$ cat src/rtl/flb_pkg.sv
`default_nettype none
package flb_pkg;

  localparam int IN_DATA_W  = 184;
  localparam int OUT_DATA_W = 8;
  localparam int DIV_W      = 5;

  typedef struct packed {
    logic [47:0] key;
    logic [2:0]  port;
    logic [63:0] ts;
    logic [63:0] gap;
  } ent_t;

  localparam logic [2:0] POL_LETFLOW = 3'd0;
  localparam logic [2:0] POL_CONGA   = 3'd1;
  localparam logic [2:0] POL_DRILL   = 3'd2;
  localparam logic [2:0] POL_DECAY   = 3'd3;
  localparam logic [2:0] POL_ECMP    = 3'd4;
  localparam logic [2:0] POL_RANDOM  = 3'd5;

  localparam logic [2:0] REG_POLICY  = 3'd0;
  localparam logic [2:0] REG_HOST    = 3'd1;
  localparam logic [2:0] REG_DEFAULT = 3'd2;
  localparam logic [2:0] REG_PCOUNT  = 3'd3;
  localparam logic [2:0] REG_RTT     = 3'd4;
  localparam logic [2:0] REG_VTIME   = 3'd5;
  localparam logic [2:0] REG_DSTEP   = 3'd6;
  localparam logic [2:0] REG_FTO     = 3'd7;

  localparam logic [1:0] DIV_SRC_M   = 2'd0;
  localparam logic [1:0] DIV_SRC_N1  = 2'd1;
  localparam logic [1:0] DIV_SRC_SUM = 2'd2;

  localparam logic [1:0] B_SRC_LAST  = 2'd0;
  localparam logic [1:0] B_SRC_HOST  = 2'd1;
  localparam logic [1:0] B_SRC_REM   = 2'd2;

  localparam logic [1:0] WALK_COUNT  = 2'd0;
  localparam logic [1:0] WALK_SEL    = 2'd1;
  localparam logic [1:0] WALK_LEAST  = 2'd2;

  typedef struct packed {
    logic       load;
    logic       qlen_wr;
    logic       idx_clr;
    logic       rd;
    logic       cmp;
    logic       hit;
    logic       inv;
    logic       miss;
    logic       decay;
    logic       regap;
    logic       fresh_set;
    logic       b_ld;
    logic [1:0] b_src;
    logic       div_start;
    logic [1:0] div_src;
    logic       walk_start;
    logic [1:0] walk_mode;
    logic       walk_step;
    logic       walk_commit;
    logic       wb;
    logic       nh;
  } cmd_t;

  typedef struct packed {
    logic       command;
    logic       host_pkt;
    logic       match;
    logic       idx_last;
    logic       stale;
    logic [2:0] policy;
    logic       idle_gt_fto;
    logic       idle_gt_gap;
    logic       n_lt2;
    logic       m_zero;
    logic       div_busy;
    logic       walk_end;
    logic       out_free;
  } sts_t;

endpackage
`default_nettype wire

$ cat src/rtl/flb_ctrl.sv
`default_nettype none
module flb_ctrl (
  input  wire logic          clk,
  input  wire logic          rst_n,
  input  wire logic          in_tvalid,
  output logic               in_tready,
  input  wire flb_pkg::sts_t sts,
  output flb_pkg::cmd_t      cmd
);

  localparam logic [4:0] S_IDLE = 5'd0;
  localparam logic [4:0] S_DISP = 5'd1;
  localparam logic [4:0] S_RD   = 5'd2;
  localparam logic [4:0] S_CMP  = 5'd3;
  localparam logic [4:0] S_AGE  = 5'd4;
  localparam logic [4:0] S_MISS = 5'd5;
  localparam logic [4:0] S_POL  = 5'd6;
  localparam logic [4:0] S_DEC  = 5'd7;
  localparam logic [4:0] S_DEC2 = 5'd8;
  localparam logic [4:0] S_DRL  = 5'd9;
  localparam logic [4:0] S_DV1  = 5'd10;
  localparam logic [4:0] S_DV2  = 5'd11;
  localparam logic [4:0] S_CNT  = 5'd12;
  localparam logic [4:0] S_DVU  = 5'd13;
  localparam logic [4:0] S_SEL  = 5'd14;
  localparam logic [4:0] S_LST  = 5'd15;
  localparam logic [4:0] S_WB   = 5'd16;
  localparam logic [4:0] S_NH   = 5'd17;

  logic [4:0] state_r, state_nxt;

  assign in_tready = (state_r == S_IDLE);

  always_comb begin
    state_nxt = state_r;
    cmd       = '0;
    case (state_r)
      S_IDLE: begin
        if (in_tvalid) begin
          cmd.load  = 1'b1;
          state_nxt = S_DISP;
        end
      end
      S_DISP: begin
        if (sts.command) begin
          cmd.qlen_wr = 1'b1;
          state_nxt   = S_IDLE;
        end else if (!sts.host_pkt) begin
          state_nxt = S_NH;
        end else begin
          cmd.idx_clr = 1'b1;
          state_nxt   = S_RD;
        end
      end
      S_RD: begin
        cmd.rd    = 1'b1;
        state_nxt = S_CMP;
      end
      S_CMP: begin
        cmd.cmp = 1'b1;
        if (sts.match) state_nxt = S_AGE;
        else if (sts.idx_last) state_nxt = S_MISS;
        else state_nxt = S_RD;
      end
      S_AGE: begin
        if (sts.stale) begin
          cmd.inv   = 1'b1;
          state_nxt = S_MISS;
        end else begin
          cmd.hit   = 1'b1;
          state_nxt = S_POL;
        end
      end
      S_MISS: begin
        cmd.miss  = 1'b1;
        state_nxt = S_WB;
      end
      S_POL: begin
        state_nxt = S_WB;
        case (sts.policy)
          flb_pkg::POL_LETFLOW: begin
            if (sts.idle_gt_fto) begin
              cmd.fresh_set  = 1'b1;
              cmd.b_ld       = 1'b1;
              cmd.b_src      = flb_pkg::B_SRC_LAST;
              cmd.walk_start = 1'b1;
              cmd.walk_mode  = flb_pkg::WALK_COUNT;
              state_nxt      = S_CNT;
            end
          end
          flb_pkg::POL_CONGA: begin
            if (sts.idle_gt_fto) begin
              cmd.fresh_set  = 1'b1;
              cmd.b_ld       = 1'b1;
              cmd.b_src      = flb_pkg::B_SRC_LAST;
              cmd.walk_start = 1'b1;
              cmd.walk_mode  = flb_pkg::WALK_LEAST;
              state_nxt      = S_LST;
            end
          end
          flb_pkg::POL_DRILL: begin
            cmd.fresh_set = 1'b1;
            state_nxt     = S_DRL;
          end
          flb_pkg::POL_DECAY: state_nxt = S_DEC;
          flb_pkg::POL_RANDOM: begin
            cmd.fresh_set  = 1'b1;
            cmd.b_ld       = 1'b1;
            cmd.b_src      = flb_pkg::B_SRC_LAST;
            cmd.walk_start = 1'b1;
            cmd.walk_mode  = flb_pkg::WALK_COUNT;
            state_nxt      = S_CNT;
          end
          default: state_nxt = S_WB;
        endcase
      end
      S_DEC: begin
        cmd.decay = 1'b1;
        state_nxt = S_DEC2;
      end
      S_DEC2: begin
        if (sts.idle_gt_gap) begin
          cmd.regap     = 1'b1;
          cmd.fresh_set = 1'b1;
          state_nxt     = S_DRL;
        end else begin
          state_nxt = S_WB;
        end
      end
      S_DRL: begin
        if (sts.n_lt2) begin
          cmd.b_ld       = 1'b1;
          cmd.b_src      = flb_pkg::B_SRC_HOST;
          cmd.walk_start = 1'b1;
          cmd.walk_mode  = flb_pkg::WALK_LEAST;
          state_nxt      = S_LST;
        end else begin
          cmd.div_start = 1'b1;
          cmd.div_src   = flb_pkg::DIV_SRC_N1;
          state_nxt     = S_DV1;
        end
      end
      S_DV1: begin
        if (!sts.div_busy) begin
          cmd.div_start = 1'b1;
          cmd.div_src   = flb_pkg::DIV_SRC_SUM;
          state_nxt     = S_DV2;
        end
      end
      S_DV2: begin
        if (!sts.div_busy) begin
          cmd.b_ld       = 1'b1;
          cmd.b_src      = flb_pkg::B_SRC_REM;
          cmd.walk_start = 1'b1;
          cmd.walk_mode  = flb_pkg::WALK_LEAST;
          state_nxt      = S_LST;
        end
      end
      S_CNT: begin
        if (!sts.walk_end) begin
          cmd.walk_step = 1'b1;
        end else if (sts.m_zero) begin
          state_nxt = S_WB;
        end else begin
          cmd.div_start = 1'b1;
          cmd.div_src   = flb_pkg::DIV_SRC_M;
          state_nxt     = S_DVU;
        end
      end
      S_DVU: begin
        if (!sts.div_busy) begin
          cmd.walk_start = 1'b1;
          cmd.walk_mode  = flb_pkg::WALK_SEL;
          state_nxt      = S_SEL;
        end
      end
      S_SEL, S_LST: begin
        if (!sts.walk_end) begin
          cmd.walk_step = 1'b1;
        end else begin
          cmd.walk_commit = 1'b1;
          state_nxt       = S_WB;
        end
      end
      S_WB: begin
        if (sts.out_free) begin
          cmd.wb    = 1'b1;
          state_nxt = S_IDLE;
        end
      end
      S_NH: begin
        if (sts.out_free) begin
          cmd.nh    = 1'b1;
          state_nxt = S_IDLE;
        end
      end
      default: state_nxt = S_IDLE;
    endcase
  end

  always_ff @(posedge clk) begin
    if (!rst_n) state_r <= S_IDLE;
    else state_r <= state_nxt;
  end

endmodule
`default_nettype wire

$ cat config.mk
export PLATFORM = sky130hd
export DESIGN_NAME = flb_ctrl
export DESIGN_NICKNAME = d
export VERILOG_FILES = /design/src/rtl/flb_pkg.sv /design/src/rtl/flb_ctrl.sv
export SDC_FILE = /design/constraint.sdc
export NUM_CORES = 1
export LEC_CHECK = 0
export ABC_AREA = 0
export BUFFER_PORTS_ARGS = -buffer_cell sky130_fd_sc_hd__buf_2
export CAP_MARGIN = 0
export CORE_MARGIN = 4
export CORE_UTILIZATION = 35
export CTS_CLUSTER_DIAMETER = 50
export CTS_CLUSTER_SIZE = 25
export DETAILED_ROUTE_END_ITERATION = 12
export PLACE_DENSITY = 0.67
export SYNTH_ARGS = -nofsm -noshare
export SYNTH_HDL_FRONTEND = slang
export SYNTH_SLANG_ARGS = --single-unit
$ cat constraint.sdc
create_clock -name clk -period 1.8 [get_ports clk]
set_clock_uncertainty 0.05 [all_clocks]
set_input_delay 0.18 -clock clk [delete_from_list [all_inputs] [get_ports clk]]
set_output_delay 0.18 -clock clk [all_outputs]
set_load 0.005 [all_outputs]
# Yosys cells after proc, flatten, opt, wreduce, memory -nomap -nowiden

Index checks and enable logic that the tools add are counted.

Logic and storage cells: 95
Output and inout bits: 25
Register bits: 5
Input port bits: 18

Multiplexer cells: 58
Equality and inequality tests: 28
Reduce and logical (&&, ||, !) cells: 8

Operator list:

| cell                                                                   | count |
|---|---|
| 5-bit one-hot mux with 16 select lines                                 | 1 |
| 5-bit 2-to-1 mux                                                       | 14 |
| 5-bit by 4-bit equality test with 1-bit output (second input constant) | 8 |
| 3-bit 2-to-1 mux                                                       | 11 |
| 3-bit one-hot mux with 3 select lines                                  | 3 |
| 5-bit one-hot mux with 5 select lines                                  | 1 |
| 5-bit by 3-bit equality test with 1-bit output (second input constant) | 4 |
| 1-bit 2-to-1 mux                                                       | 19 |
| 2-bit inequality test (second input constant)                          | 6 |
| 3-bit one-hot mux with 4 select lines                                  | 1 |
| 5-bit by 2-bit equality test with 1-bit output (second input constant) | 2 |
| 5-bit equality test (second input constant)                            | 2 |
| 2-bit 2-to-1 mux                                                       | 4 |
| 2-bit OR reduction                                                     | 4 |
| 7-bit AND reduction                                                    | 1 |
| 3-bit by 2-bit equality test with 1-bit output (second input constant) | 2 |
| 3-bit one-hot mux with 2 select lines                                  | 1 |
| 5-bit by 1-bit equality test with 1-bit output (second input constant) | 1 |
| 5-bit zero test                                                        | 1 |
| 4-bit 2-to-1 mux                                                       | 1 |
| 1-bit one-hot mux with 2 select lines                                  | 2 |
| 3-bit by 1-bit equality test with 1-bit output (second input constant) | 1 |
| 3-bit equality test (second input constant)                            | 1 |
| 3-bit zero test                                                        | 1 |
| other kinds (2)                                                        | 2 |

# Longest topological paths before layout

Gate-level depths: netlist of the first run.

Depth after elaboration: 4
Gate-level depth with buffers: 7
Mapped depth without buffers: 5

# Worst setup path before layout of the first run

Ideal clock, no wire load.

Kind: flip-flop to output port
Start: reg state_r[2]
End: out cmd[6] in the netlist's numbering
Buffers on the path: 1
Arrival time: 1.592 ns
Cell stages (with the launch flop): 6
Setup slack: -0.022 ns
Required time: 1.570 ns
Cell sequence: dfxtp_1 > or3b_1 > buf_2 > or2_4 > o31ai_1 > or2_1

RTL lines:

| element                | RTL line        | RTL |
|---|---|---|
| from (decl)            | flb_ctrl.sv:30  | `logic [4:0] state_r, state_nxt;` |
| from (signal assigned) | flb_ctrl.sv:203 | `else state_r <= state_nxt;` |
| to (decl)              | flb_ctrl.sv:8   | `output flb_pkg::cmd_t cmd` |

==> results_dict.tcl, run 1 <==
set metrics [dict create \
    run_status "finished with violations" \
    failed_checks "setup timing" \
    layout.cells.most_common "sky130_fd_sc_hd__buf_2" \
    drt_iter0_markers 52 \
    final-max-slew-violation-count 0 \
    final-instance-count-excl-fill 222 \
    start_util_pct 37.1 \
    grt_first_pass_wirelength_um 5380 \
    post_synth.cell_area_avg_um2 6.49 \
    detail_route.drc_violations 0 \
    drtAntennaViolNets 0 \
    design_area_um2 1370 \
    num_rows 17 \
    reg_clk_slew_reported_paths_ns 0.04 \
    layout.filler_cells 222 \
    critPathLaunchType "register" \
    globalRouteTotalUtil_pct 20.6 \
    switching_share_pct 39.9 \
    place_inst 216 \
    setup_viol_count_final 9 \
    cpPeakStageDelay_ns 0.39 \
    place_area_um2 1250 \
    relSlewSlack_pct 68.7 \
    yosys_warnings 0 \
    power.density_cell_area_nw_per_um2 454 \
    routabilityCongestion 0.901 \
    post-layout-total-power_w 0.000623 \
    worst_path_dominant_cell_family "simple AND/OR/NAND/NOR gates" \
    power_frac_comb_pct 56.2 \
    synthArstFlopShare_pct 0 \
    leakagePower_nw 0.690 \
    critical_path.reg2reg.startpoint "state_r[1]" \
    synthesis.nets 147 \
    place.detailed.hpwl_um 2710 \
    worstPathArrival_ns 1.72 \
    pin_count 43 \
    synth-seq-area-share_pct 12.0 \
    vdd_drop_max_uv 473 \
    final_util_pct 60.8 \
    internal-power_w 0.000374 \
    clockPowerShare_pct 20.7 \
    ys.flop_type "sky130_fd_sc_hd__dfxtp_1" \
    hold_critical_path_depth 2 \
    clock_latency_ns 0.24 \
    flow.area_growth_from_synthesis_pct 63.8 \
    cp_data_required_time_ns 1.57 \
    report.final.hold_viol_count 0 \
    power.share.sequential_pct 23.0 \
    clockBufferDepth 2 \
    via_per_inst 5.67 \
    antennaDiodeCount 0 \
    antenna_found_initial 0 \
    post_synth_inst_count 129 \
    synth_seq_cells 5 \
    cts-buffers-inserted 3 \
    critical_path.slowest_cell "sky130_fd_sc_hd__nor3b_1" \
    biggestRegsByFlops "state_r: 5 flops" \
    setup_repair_after_global_routing_missed_its_margin "true" \
    buffer_ports.inserted 42 \
    critical_path_peak_fanout 7 \
    core_area_um2 2250 \
    cp_num_cells 6 \
    largest_register_ffs 5 \
    via_count 1258 \
    synth_area_um2 837 \
    die_width_um 56.9 \
    critical_path_cell_sequence "nor3b_1 > and3_1 > nor2_2 > o31ai_4 > or2_1 > buf_2" \
    setup_slack_ns -0.153 \
    timing_worst_setup_path_type "register to output port" \
    cts_tree "built" \
    final_min_period_over_clock_period_pct 109 \
    fin_crit_ns 1.95 \
    holdCritPathClass "primary input to register" \
    worstRegToRegCells 6 \
    rr_endpoint "state_r[1]" \
    detail_route.wirelength_um 3330 \
    most_frequent_cells_in_the_layout "sky130_fd_sc_hd__buf_2, sky130_fd_sc_hd__buf_4, sky130_fd_sc_hd__nor2_1" \
    wire_per_inst_um 15.0 \
    max_cap_viol_count 0 \
    timing.critical_path.to_type "output port" \
    detailedRoute.firstPassIterationCount 4 \
    worst_margin_pin_slew_ns 0.463 \
    hp-start "rst_n" \
    grt_pass1_vias 1199 \
    cts.htree.levels 1 \
    synth_cell_type_count 45 \
    synth_enable_flop_cells 0 \
    dp_worst_setup_slack_ns -0.0162 \
    clock-root-buffer "sky130_fd_sc_hd__clkbuf_4" \
    power.net_switching_w 0.000249 \
    hold_end "state_r[2]" \
    max_freq_mhz 512 \
    die_height_um 56.9 \
    overflow 0 \
    num-nets-final 213 \
    critical_path.n_buffers_inverters 1 \
    pin_count_of_the_biggest_net_entering_global_routing 11 \
    worst-r2r-setup-slack_ns -0.02 \
    drive_gt1_share_pct 49.5 \
    die_area_um2 3240 \
    top_register "state_r" \
    tritoncts_num_sinks 5 \
]
stage by stage:
stage,setup TNS [ns],hold WS [ns]
final,-0.459,0.201
after global placement,0,0.442
after floorplan,0,0.275
after detailed placement,-0.0309,0.450
after global routing,-1.16,0.204
after CTS,-0.350,0.194
cell families after synthesis:
family,after synthesis,synth area share (%)
buffers and inverters,16,7.47
xor gates and xnor gates,1,1.05
muxes,3,3.74
DFF,5,12.0
and+or+nand+nor,74,49.6
AOI/OAI and AO/OA,30,26.2
how the worst max path moves through the flow:
stage                     from          to  slack [ns]
floorplan           state_r[4]      cmd[6]        0.03
global placement    state_r[4]  state_r[0]        0.01
detailed placement  state_r[2]      cmd[5]       -0.02
CTS                 state_r[2]      cmd[6]       -0.11
global route        state_r[2]      cmd[6]       -0.19
finish              state_r[3]      cmd[6]       -0.15
timing repair:
item | 4_1_cts | 5_1_grt
pin swaps | 6 | 3
setup endpoints to repair | 13 | 17
setup buffers | 2 | 0
resized for setup | 17 | 2
hold buffers | 0 | 0
hold endpoints to repair | 0 | 0
layout make-up:
class                      count  area, um2  area share, %
inverter                       5       18.8           1.37
timing repair buffer          72        435           31.8
sequential                     5        110           8.03
clock buffer                   4       26.3           1.92
multi-input combinational    108        746           54.4
tap                           28       35.0           2.55
worst register-to-register path, delay by kind of cell (launching register included):
family / cells / cell delay (ns)
AOI/OAI and AO/OA: 3 / 0.51
DFF: 1 / 0.47
and+or+nand+nor: 2 / 0.44
buffers and inverters: 1 / 0.21
power groups by stage:
stage | clock (W) | combinational (W) | sequential [W]
after floorplan | 0 | 0.000188 | 0.000128
after global placement | 0 | 0.000325 | 0.000143
after detailed placement | 0 | 0.000332 | 0.000144
after CTS | 0.000130 | 0.000345 | 0.000142
after global routing | 0.000135 | 0.000385 | 0.000144
final | 0.000129 | 0.000350 | 0.000143
layer usage:
layer	routed length (um)	global-route usage, %
met1	1420	26.0
met5	0	0
met4	78	7.95
met3	267	2.53
met2	1560	35.4
synthesized netlist by cell type, types with 3 or more instances:
cell type                  count  share of area [%]
sky130_fd_sc_hd__nand2_1       8                3.6
sky130_fd_sc_hd__nor2_1       14                6.3
sky130_fd_sc_hd__nand2b_1      6                4.5
sky130_fd_sc_hd__dfxtp_1       5                 12
sky130_fd_sc_hd__nor3_1       14                8.4
sky130_fd_sc_hd__nand3b_1      4                3.6
sky130_fd_sc_hd__a21boi_1      3                2.7
sky130_fd_sc_hd__nor2b_1       3                2.2
sky130_fd_sc_hd__o21ai_1       3                1.8
sky130_fd_sc_hd__o21ai_0       3                1.8
sky130_fd_sc_hd__nand3_1       5                3.0
sky130_fd_sc_hd__a21oi_1       6                3.6
sky130_fd_sc_hd__clkbuf_1      8                3.6
sky130_fd_sc_hd__inv_1         5                2.2
sky130_fd_sc_hd__nor4_1        4                3.0
Note: power is estimated with default switching activity, not from simulation.
==> run 2: changes to the inputs <==
--- a/config.mk
+++ b/config.mk
@@ -9,5 +9,5 @@
 export BUFFER_PORTS_ARGS = -buffer_cell sky130_fd_sc_hd__buf_2
 export CAP_MARGIN = 0
-export CORE_MARGIN = 4
+export CORE_MARGIN = 1
 export CORE_UTILIZATION = 35
 export CTS_CLUSTER_DIAMETER = 50
==> constraint.sdc (replaced) <==
create_clock -name clk -period 1.8 [get_ports clk]
set_clock_uncertainty 0.05 [all_clocks]
set_input_delay 0.18 -clock clk [delete_from_list [all_inputs] [get_ports clk]]
set_output_delay 0.18 -clock clk [all_outputs]
set_load 0.05 [all_outputs]
==> run 2 against run 1 <==
The run still ends with setup timing left; global-route usage up 6.8 points; via count is 5.7% higher; die area is 20% lower; total power up 37%; clock power is 9% higher; flip-flop and latch count unchanged; largest power group unchanged; highest routed layer unchanged.
==> results_dict.tcl, run 2 (synthesis results as in run 1) <==
set metrics [dict create \
    setup_viol_count_final 12 \
    grt_pass1_vias 1177 \
    drtAntennaViolNets 0 \
    largest_register_ffs 5 \
    critical_path.n_buffers_inverters 1 \
    place.detailed.hpwl_um 2700 \
    critical_path_peak_fanout 7 \
    power_frac_comb_pct 67.4 \
    tns_ns -1.12 \
    report.final.hold_viol_count 0 \
    final_util_pct 78.4 \
    fin_crit_ns 2.03 \
    switching_share_pct 47.7 \
    vdd_drop_max_uv 444 \
    final-instance-count-excl-fill 227 \
    biggestRegsByFlops "state_r: 5 flops" \
    timing_worst_setup_path_type "register to output port" \
    detail_route.wirelength_um 3940 \
    overflow 0 \
    run_status "finished with violations" \
    pin_count 43 \
    cts_tree "built" \
    clock-root-buffer "sky130_fd_sc_hd__clkbuf_4" \
    dp_worst_setup_slack_ns -0.0477 \
    grt_first_pass_wirelength_um 5320 \
    timing.critical_path.to_type "output port" \
    critical_path.slowest_cell "sky130_fd_sc_hd__or3b_4" \
    core_area_um2 2230 \
    relSlewSlack_pct 65.7 \
    most_frequent_cells_in_the_layout "sky130_fd_sc_hd__buf_4, sky130_fd_sc_hd__buf_2, sky130_fd_sc_hd__buf_6" \
    via_per_inst 5.86 \
    die_width_um 50.9 \
    post-layout-total-power_w 0.000856 \
    pin_count_of_the_biggest_net_entering_global_routing 12 \
    worstPathArrival_ns 1.80 \
    die_area_um2 2590 \
    cts-buffers-inserted 3 \
    clockPowerShare_pct 16.4 \
    power.density_cell_area_nw_per_um2 489 \
    drt_iter0_markers 58 \
    wire_per_inst_um 17.3 \
    max_cap_viol_count 0 \
    setup_repair_after_global_routing_missed_its_margin "true" \
    layout.cells.most_common "sky130_fd_sc_hd__buf_4" \
    setup_slack_ns -0.226 \
    detailedRoute.firstPassIterationCount 4 \
    leakagePower_nw 0.791 \
    clock_latency_ns 0.26 \
    buffer_ports.inserted 42 \
    routabilityCongestion 0.907 \
    flow.area_growth_from_synthesis_pct 109 \
    globalRouteTotalUtil_pct 27.4 \
    cts.htree.levels 1 \
    top_register "state_r" \
    power.net_switching_w 0.000408 \
    holdCritPathClass "primary input to register" \
    via_count 1330 \
    die_height_um 50.9 \
    detail_route.drc_violations 0 \
    worst_path_dominant_cell_family "simple AND/OR/NAND/NOR gates" \
    final_min_period_over_clock_period_pct 113 \
    failed_checks "setup timing" \
    internal-power_w 0.000448 \
    drive_gt1_share_pct 62.3 \
    cpPeakStageDelay_ns 0.40 \
    tritoncts_num_sinks 5 \
    critPathLaunchType "register" \
    final-max-slew-violation-count 0 \
    critPathMostFrequentCell "sky130_fd_sc_hd__or2_4" \
    antenna_found_initial 0 \
    num_rows 17 \
    clockBufferDepth 2 \
    start_util_pct 37.5 \
    worst_margin_pin_slew_ns 0.511 \
    antennaDiodeCount 0 \
    reg_clk_slew_reported_paths_ns 0.05 \
    num-nets-final 218 \
    place_inst 216 \
    max_freq_mhz 493 \
    critical_path_cell_sequence "or3b_4 > or2_4 > o31ai_4 > or2_4 > buf_8" \
    cp_data_required_time_ns 1.57 \
    power.share.sequential_pct 16.2 \
]
-- run 2: through the flow --
step	hold WS, ns	area [um2]
2_1_floorplan	0.275	997
3_3_place_gp	0.437	1380
3_5_place_dp	0.440	1380
4_1_cts	0.179	1510
5_1_grt	0.198	1750
6_report	0.182	1750
-- run 2: power by group through the flow --
stage	logic, W	clock network (W)	registers [W]
6_report	0.000577	0.000140	0.000139
5_1_grt	0.000606	0.000144	0.000139
4_1_cts	0.000485	0.000137	0.000136
3_5_place_dp	0.000464	0	0.000139
3_3_place_gp	0.000459	0	0.000139
2_1_floorplan	0.000311	0	0.000128
-- run 2: worst paths after layout --
path | from | to | slack (ns) | cells after the start
min reg2reg | state_r[1] | state_r[1] | 0.53 | 2
max | state_r[3] | cmd[6] | -0.23 | 5
min | rst_n | state_r[4] | 0.18 | 2
max reg2reg | state_r[3] | state_r[0] | -0.09 | 7
-- run 2: layout make-up --
type | count | area, um2
inverters | 5 | 18.8
multi-input cells | 108 | 933
repair buffers | 77 | 624
well taps | 28 | 35.0
flip-flops and latches | 5 | 113
clock buffers | 4 | 26.3
fillers | 142 | 483
-- run 2: layer usage --
layer  global-route usage [%]  up-vias  part of all wire, %
met5                        0        -                    0
met3                     2.38       15                  8.4
met2                     48.9       90                   50
li1                         -      618                    -
met1                     34.1      607                   38
met4                     8.80        0                  3.5
-- run 2: timing repair --
item	in CTS	in global routing
endpoints found under the hold margin	0	0
pin swaps	4	13
setup buffers	1	6
resized for setup	31	55
hold buffers	0	0
setup endpoints to repair	21	29
